$ cat config.mk
export PLATFORM = sky130hd
export DESIGN_NAME = mvesp_search
export DESIGN_NICKNAME = d
export VERILOG_FILES = /design/src/rtl/most_vital_edge_shortest_path_macros.svh /design/src/rtl/mvesp_pkg.sv /design/src/rtl/mvesp_search.sv
export SDC_FILE = /design/constraint.sdc
export NUM_CORES = 2
export LEC_CHECK = 0
export BUFFER_PORTS_ARGS = -buffer_cell sky130_fd_sc_hd__buf_4
export CAP_MARGIN = 20
export CORE_MARGIN = 5
export CORE_UTILIZATION = 50
export CTS_CLUSTER_SIZE = 28
export DETAILED_ROUTE_END_ITERATION = 6
export GPL_TIMING_DRIVEN = 0
export PLACE_DENSITY_LB_ADDON = 0.1
export SLEW_MARGIN = 20
export SYNTH_ARGS = -nofsm -noshare
export SYNTH_HDL_FRONTEND = slang
export SYNTH_SLANG_ARGS = --single-unit
export TNS_END_PERCENT = 50
$ cat constraint.sdc
create_clock -name clk -period 8.3 [get_ports clk]
set_input_delay 0 -clock clk [delete_from_list [all_inputs] [get_ports clk]]
set_output_delay 0 -clock clk [all_outputs]
set_load 0.01 [all_outputs]
$ cat src/rtl/most_vital_edge_shortest_path_macros.svh
// assertion macros for the most vital edge shortest path block
`ifndef MOST_VITAL_EDGE_SHORTEST_PATH_MACROS_SVH
`define MOST_VITAL_EDGE_SHORTEST_PATH_MACROS_SVH
`ifndef ASSERT_OFF
// property that holds at every clock edge out of reset
`define MVESP_ASSERT(lbl, prop, msg) \
    lbl: assert property (@(posedge clk) disable iff (!rst_n) (prop)) else $error(msg);
// implication checked on the same edge
`define MVESP_ASSERT_IMPL(lbl, ante, cons, msg) \
    lbl: assert property (@(posedge clk) disable iff (!rst_n) (ante) |-> (cons)) else $error(msg);
`else
`define MVESP_ASSERT(lbl, prop, msg)
`define MVESP_ASSERT_IMPL(lbl, ante, cons, msg)
`endif
`endif

$ cat src/rtl/mvesp_pkg.sv
// shared types and constants of the most vital edge shortest path block
package mvesp_pkg;

    localparam int NODE_BITS   = 7;
    localparam int WIN_BITS    = 16;
    localparam int OUT_BITS    = 22;
    localparam int COUNT_BITS  = 7;
    localparam int IN_DATA_W   = 32;
    localparam int OUT_DATA_W  = 48;
    localparam logic [COUNT_BITS-1:0] COUNT_RESET = 7'd64;

    // block level sequencer
    typedef enum logic [3:0] {
        ST_CLEAR,
        ST_LOAD,
        ST_BASE,
        ST_WALK_RD,
        ST_WALK_WAIT,
        ST_BLOCK_WAIT,
        ST_EMIT
    } top_state_t;

    // search engine sequencer
    typedef enum logic [2:0] {
        SS_IDLE,
        SS_INIT,
        SS_POP,
        SS_POPW,
        SS_DU,
        SS_SCAN,
        SS_DONE
    } srch_state_t;

    typedef struct packed {
        logic start;
        logic record;
        logic blocking;
    } search_cmd_t;

    typedef struct packed {
        logic busy;
        logic done;
        logic reached;
    } search_status_t;

endpackage

$ cat src/rtl/mvesp_search.sv
// fifo label-correcting search over the edge memory
module mvesp_search #(
    parameter int MAX_VERTICES = 64,
    parameter int WEIGHT_BITS  = 16,
    parameter int IDX_BITS     = 6,
    parameter int DIST_BITS    = 22
) (
    input  logic                       clk,
    input  logic                       rst_n,
    input  mvesp_pkg::search_cmd_t     cmd,
    input  logic [IDX_BITS-1:0]        block_a,
    input  logic [IDX_BITS-1:0]        block_b,
    input  logic [IDX_BITS-1:0]        last_idx,
    output mvesp_pkg::search_status_t  status,
    output logic [DIST_BITS-1:0]       target_dist,
    output logic [2*IDX_BITS-1:0]      edge_raddr,
    input  logic [WEIGHT_BITS:0]       edge_rdata,
    input  logic [IDX_BITS-1:0]        path_addr,
    output logic [IDX_BITS-1:0]        path_data
);
    import mvesp_pkg::*;

    localparam int CNT_BITS = $clog2(MAX_VERTICES + 1);
    localparam logic [IDX_BITS-1:0] LAST_SLOT = IDX_BITS'(MAX_VERTICES - 1);

    srch_state_t state_reg, state_next;
    logic [MAX_VERTICES-1:0] valid_reg, valid_next;
    logic [MAX_VERTICES-1:0] mark_reg, mark_next;
    logic [IDX_BITS-1:0] head_reg, head_next, tail_reg, tail_next;
    logic [CNT_BITS-1:0] count_reg, count_next;
    logic [IDX_BITS-1:0] u_reg, u_next, j_reg, j_next;
    logic [IDX_BITS-1:0] ba_reg, ba_next, bb_reg, bb_next;
    logic record_reg, record_next, blocking_reg, blocking_next;
    logic [DIST_BITS-1:0] du_reg, du_next;

    logic [DIST_BITS-1:0] dist_mem [MAX_VERTICES];
    logic [IDX_BITS-1:0]  queue_mem [MAX_VERTICES];
    logic [IDX_BITS-1:0]  path_mem [MAX_VERTICES];

    logic [IDX_BITS-1:0]  dist_raddr, dist_waddr, q_raddr, q_waddr, path_waddr, path_wdata;
    logic [DIST_BITS-1:0] dist_rdata, dist_wdata;
    logic [IDX_BITS-1:0]  q_rdata, q_wdata;
    logic dist_we, q_we, path_we;

    logic [IDX_BITS-1:0]  rd_idx;
    logic [DIST_BITS-1:0] nd;
    logic present, blocked, relax;

    // scan evaluation of the vertex whose data is on the read ports
    assign present = edge_rdata[WEIGHT_BITS];
    assign nd      = du_reg + DIST_BITS'(edge_rdata[WEIGHT_BITS-1:0]);
    assign blocked = blocking_reg && (((u_reg == ba_reg) && (j_reg == bb_reg))
                                   || ((u_reg == bb_reg) && (j_reg == ba_reg)));
    assign relax   = present && !blocked && (!valid_reg[j_reg] || (nd < dist_rdata));

    // vertex whose neighbor data is fetched this cycle
    assign rd_idx = (state_reg == SS_DU) ? '0 : IDX_BITS'(j_reg + 1'b1);
    assign edge_raddr = (u_reg < rd_idx) ? {u_reg, rd_idx} : {rd_idx, u_reg};

    assign status.busy    = (state_reg != SS_IDLE);
    assign status.done    = (state_reg == SS_DONE);
    assign status.reached = valid_reg[last_idx];
    assign target_dist    = dist_rdata;

    // memories; reads and writes of one entry never meet in one cycle
    always_ff @(posedge clk)
    begin
        if (dist_we)
        begin
            dist_mem[dist_waddr] <= dist_wdata;
        end
        dist_rdata <= dist_mem[dist_raddr];
        if (q_we)
        begin
            queue_mem[q_waddr] <= q_wdata;
        end
        q_rdata <= queue_mem[q_raddr];
        if (path_we)
        begin
            path_mem[path_waddr] <= path_wdata;
        end
        path_data <= path_mem[path_addr];
    end

    // control registers
    always_ff @(posedge clk or negedge rst_n)
    begin
        if (!rst_n)
        begin
            state_reg <= SS_IDLE;
            valid_reg <= '0;
            mark_reg  <= '0;
            head_reg  <= '0;
            tail_reg  <= '0;
            count_reg <= '0;
        end
        else
        begin
            state_reg <= state_next;
            valid_reg <= valid_next;
            mark_reg  <= mark_next;
            head_reg  <= head_next;
            tail_reg  <= tail_next;
            count_reg <= count_next;
        end
    end

    // datapath registers
    always_ff @(posedge clk)
    begin
        u_reg        <= u_next;
        j_reg        <= j_next;
        ba_reg       <= ba_next;
        bb_reg       <= bb_next;
        record_reg   <= record_next;
        blocking_reg <= blocking_next;
        du_reg       <= du_next;
    end

    // next state and memory controls
    always_comb
    begin
        state_next    = state_reg;
        valid_next    = valid_reg;
        mark_next     = mark_reg;
        head_next     = head_reg;
        tail_next     = tail_reg;
        count_next    = count_reg;
        u_next        = u_reg;
        j_next        = j_reg;
        ba_next       = ba_reg;
        bb_next       = bb_reg;
        record_next   = record_reg;
        blocking_next = blocking_reg;
        du_next       = du_reg;
        dist_raddr    = rd_idx;
        dist_we       = 1'b0;
        dist_waddr    = j_reg;
        dist_wdata    = nd;
        q_raddr       = head_reg;
        q_we          = 1'b0;
        q_waddr       = tail_reg;
        q_wdata       = j_reg;
        path_we       = 1'b0;
        path_waddr    = j_reg;
        path_wdata    = u_reg;
        case (state_reg)
            SS_IDLE:
            begin
                if (cmd.start)
                begin
                    record_next   = cmd.record;
                    blocking_next = cmd.blocking;
                    ba_next       = block_a;
                    bb_next       = block_b;
                    state_next    = SS_INIT;
                end
            end
            SS_INIT:
            begin
                // source gets distance zero and sits alone in the queue
                valid_next    = '0;
                valid_next[0] = 1'b1;
                mark_next     = '0;
                mark_next[0]  = 1'b1;
                dist_we       = 1'b1;
                dist_waddr    = '0;
                dist_wdata    = '0;
                q_we          = 1'b1;
                q_waddr       = '0;
                q_wdata       = '0;
                head_next     = '0;
                tail_next     = IDX_BITS'(1 % MAX_VERTICES);
                count_next    = CNT_BITS'(1);
                state_next    = SS_POP;
            end
            SS_POP:
            begin
                if (count_reg == '0)
                begin
                    dist_raddr = last_idx;
                    state_next = SS_DONE;
                end
                else
                begin
                    head_next  = (head_reg == LAST_SLOT) ? '0 : IDX_BITS'(head_reg + 1'b1);
                    count_next = CNT_BITS'(count_reg - 1'b1);
                    state_next = SS_POPW;
                end
            end
            SS_POPW:
            begin
                u_next           = q_rdata;
                mark_next[q_rdata] = 1'b0;
                dist_raddr       = q_rdata;
                state_next       = SS_DU;
            end
            SS_DU:
            begin
                du_next    = dist_rdata;
                j_next     = '0;
                state_next = SS_SCAN;
            end
            SS_SCAN:
            begin
                if (relax)
                begin
                    dist_we           = 1'b1;
                    valid_next[j_reg] = 1'b1;
                    path_we           = record_reg;
                    if (!mark_reg[j_reg])
                    begin
                        mark_next[j_reg] = 1'b1;
                        q_we             = 1'b1;
                        tail_next  = (tail_reg == LAST_SLOT) ? '0 : IDX_BITS'(tail_reg + 1'b1);
                        count_next = CNT_BITS'(count_reg + 1'b1);
                    end
                end
                j_next = IDX_BITS'(j_reg + 1'b1);
                if (j_reg == last_idx)
                begin
                    state_next = SS_POP;
                end
            end
            SS_DONE:
            begin
                state_next = SS_IDLE;
            end
            default:
            begin
                state_next = SS_IDLE;
            end
        endcase
    end
endmodule

==> metrics <==
status=complete, no violations; PD cells=383 nW/um^2; Slew Viols, Final=0; CP max stage delay=1.09 ns; GR Overflow Total=0; input/output buffers=80; share of cells above drive strength 1=16.2%; commonest non-fill, non-tap cells in the layout=edfxtp_1 (2224), nand2_1 (1375), nand3_1 (461); Root Buffer=clkbuf_16; number of flip-flops in the largest register=1408; Req. time, crit path=8.79 ns; setup TNS=0 ns; Lkg Pwr=38.8 nW; Final #Nets=7338; commonest non-fill, non-tap cell in the layout=edfxtp_1; Setup Fix Bufs, Post-CTS=0; clock tree from TritonCTS=yes; Synth area leader=edfxtp_1; Synth Register Bits=2408; RSZ-0062 raised after global routing=no; worst clock skew=0.0526 ns; CTS max path bufs=4; net count after synthesis=6800; fmax=134 MHz; initial DRC count=7716; CTS Buf Count=275; Slowest-stage cell, CP=nor3_1; actual slew at the worst max-slew pin=1.26 ns; Crit. End Element=register; DR vias/cell=6.21; Crit Path Category=reg -> reg; final design utilization=58.3%; Cell Count Post-Placement=9547; CP max FO=10; First-pass DRT Iterations=7; post-synth top area share=67.6%; Post-synth top flop=edfxtp_1; min-delay worst type=in -> reg; initial antenna violation count=17; final setup violation count=0; biggest regs=dist_mem: 1408 flops, path_mem: 384 flops, queue_mem: 384 flops; Die Y-Extent=455 microns; final std cells w/o fill=10100; # fillers=15500; CP Launch Type=register; # DRC=0; Hold Vio Cnt, Final=0; Clock Latency Late Sink=0.93 ns; num ports=89; Syn Area/Cell=14.7 sq um; yosys warns=0; Resized Gates After CTS=0; GRT Overall Usage=29.2%; Die Area=207000 sq um; Rel. slew slack=15.3%; vias in the first global route=60300; library cells used by synthesis=82; Pwr Total=44.0 mW; asr flop ratio synth=6.23%; Post-synth EDFFs=2224; Final GP Congestion=0.925; Total Routed Length=305 mm; number of hold buffers added after cts=54; largest net degree at the start of global routing=79; maxcap violations=0; ranking of synthesized cells by area=edfxtp_1 (68%), mux4_2 (5.8%), nand2_1 (5.2%), dfrtp_1 (3.8%), nand3_1 (2.3%); die width=455 microns; fin crit share=90.2%; WHS=0.0286 ns; Reg with most FFs=dist_mem; core area=197000 sq um; CP arrival=7.98 ns; DPL Wire Length=213 mm; clock-pin slew on the worst setup and hold paths=0.06 ns; area delta synth->final=16.3%; global-route wire length before repair=434 mm; cells after synthesis=6702; antenna-violating nets left=0; Max IR drop VDD=0.270 mV; CTS sink cnt=2408; starting density of the core=50.1%; drt wl/cell=30.2 microns; register area share after synthesis=72.1%; row count=163; Via Count=62600; fin crit period=7.49 ns; CP Cell Sequence=ha_1, a21o_1, a21oi_1, o211ai_1, a41oi_1, o21ai_0, a2111oi_1, o21ai_0, nand2_1, ha_1, a21o_1, a211o_1, nor2_1, o21ai_1, a31oi_4, nand3_1, clkbuf_1, nor3_1; H-tree depth=5; mapped cell area=98800 sq um
## power by group
group / leakage, nW / internal, mW / switching [mW]
clock: 4.07 / 6.69 / 4.73
sequential: 22.5 / 15.3 / 0.301
combinational: 12.2 / 4.47 / 12.5
## area by class of cell
type	instances	area, sq um	area share (%)
multi-input cells	3740	25900	22.6
repair buffers	261	3700	3.22
flip-flops and latches	2408	71200	62.0
well taps	2640	3300	2.88
diodes	13	32.5	0.0283
plain buffers	456	1990	1.74
clock buffers	360	7450	6.49
clock inverters	107	842	0.733
inverters	98	368	0.320
## worst max-delay path, delay by kind of cell, from the launching register on
family                   cells  cell delay [ns]
AO/OA/AOI/OAI               11             3.76
buffers and inverters        1             0.58
adder cells (fa/ha/maj)      2             0.54
flip-flops                   1             0.39
AND/OR/NAND/NOR              4             1.77
## cell usage after synthesis, types with 12 or more instances
library cell and n:
edfxtp_1 2224, nand2_1 1375, nand3_1 461, clkbuf_1 264, mux4_2 256, nor2_1 189, mux2i_1 167, nand4_1 162
dfrtp_1 150, a31oi_1 139, buf_2 135, o21ai_0 116, a32oi_1 111, a21oi_1 105, inv_1 95, nor3_1 78
a21o_1 71, a221oi_2 50, ha_1 50, xnor2_1 44, buf_1 38, dfxtp_1 34, mux2_2 31, nor4_1 27
and2_1 26, a22o_1 25, a311oi_1 22, o22ai_1 17, and3_1 16, o221ai_1 14, or3_1 14, nand3b_1 13
nor2b_1 13, a211oi_1 12
## per-layer routing
| metal | vias up | GRT usage, % | wire length (microns) |
|---|---|---|---|
| met2 | 3077 | 46.7 | 145000 |
| met1 | 32100 | 39.8 | 119000 |
| li1 | 26700 | - | - |
| met3 | 645 | 3.95 | 23600 |
| met4 | 2 | 14.2 | 17100 |
| met5 | - | 0 | 13 |
## cell families (layout without fill, tap and decap cells)
kind of cell,count (synthesis),count (layout),synth area share [%]
xor gates and xnor gates,53,53,0.470
buffers and inverters,554,1282,2.38
other,0,13,0
adders and majority gates,52,52,0.674
and+or+nand+nor,2416,2416,10.7
muxes,455,455,7.89
AOI/OAI and AO/OA,764,764,5.75
DFF,2408,2408,72.1
## worst paths after layout
kind	startpoint	endpoint	slack [ns]	cells after the start
setup / recovery	du_reg[1]$_DFFE_PP_	path_mem[6][2]$_DFFE_PP_	0.81	18
hold / removal	edge_rdata[8]	dist_mem[31][8]$_DFFE_PP_	0.03	4
setup reg to reg	du_reg[1]$_DFFE_PP_	path_mem[6][2]$_DFFE_PP_	0.81	18
hold reg to reg	q_rdata[1]$_DFF_P_	path_wdata[1]$_DFFE_PP_	0.44	0
max in group asynchronous	rst_n	head_reg[2]$_DFFE_PN0P_	7.57	4
min in group asynchronous	rst_n	mark_reg[42]$_DFFE_PN0P_	0.28	4
## through the flow
stage               worst slack (ns)  instance area [sq um]
global route                   0.363                 115000
floorplan                       2.23                  98800
CTS                            0.905                 115000
global placement              -0.750                 103000
finish                         0.813                 115000
detailed placement             0.988                 106000
Note: power is estimated with default switching activity, not from simulation.
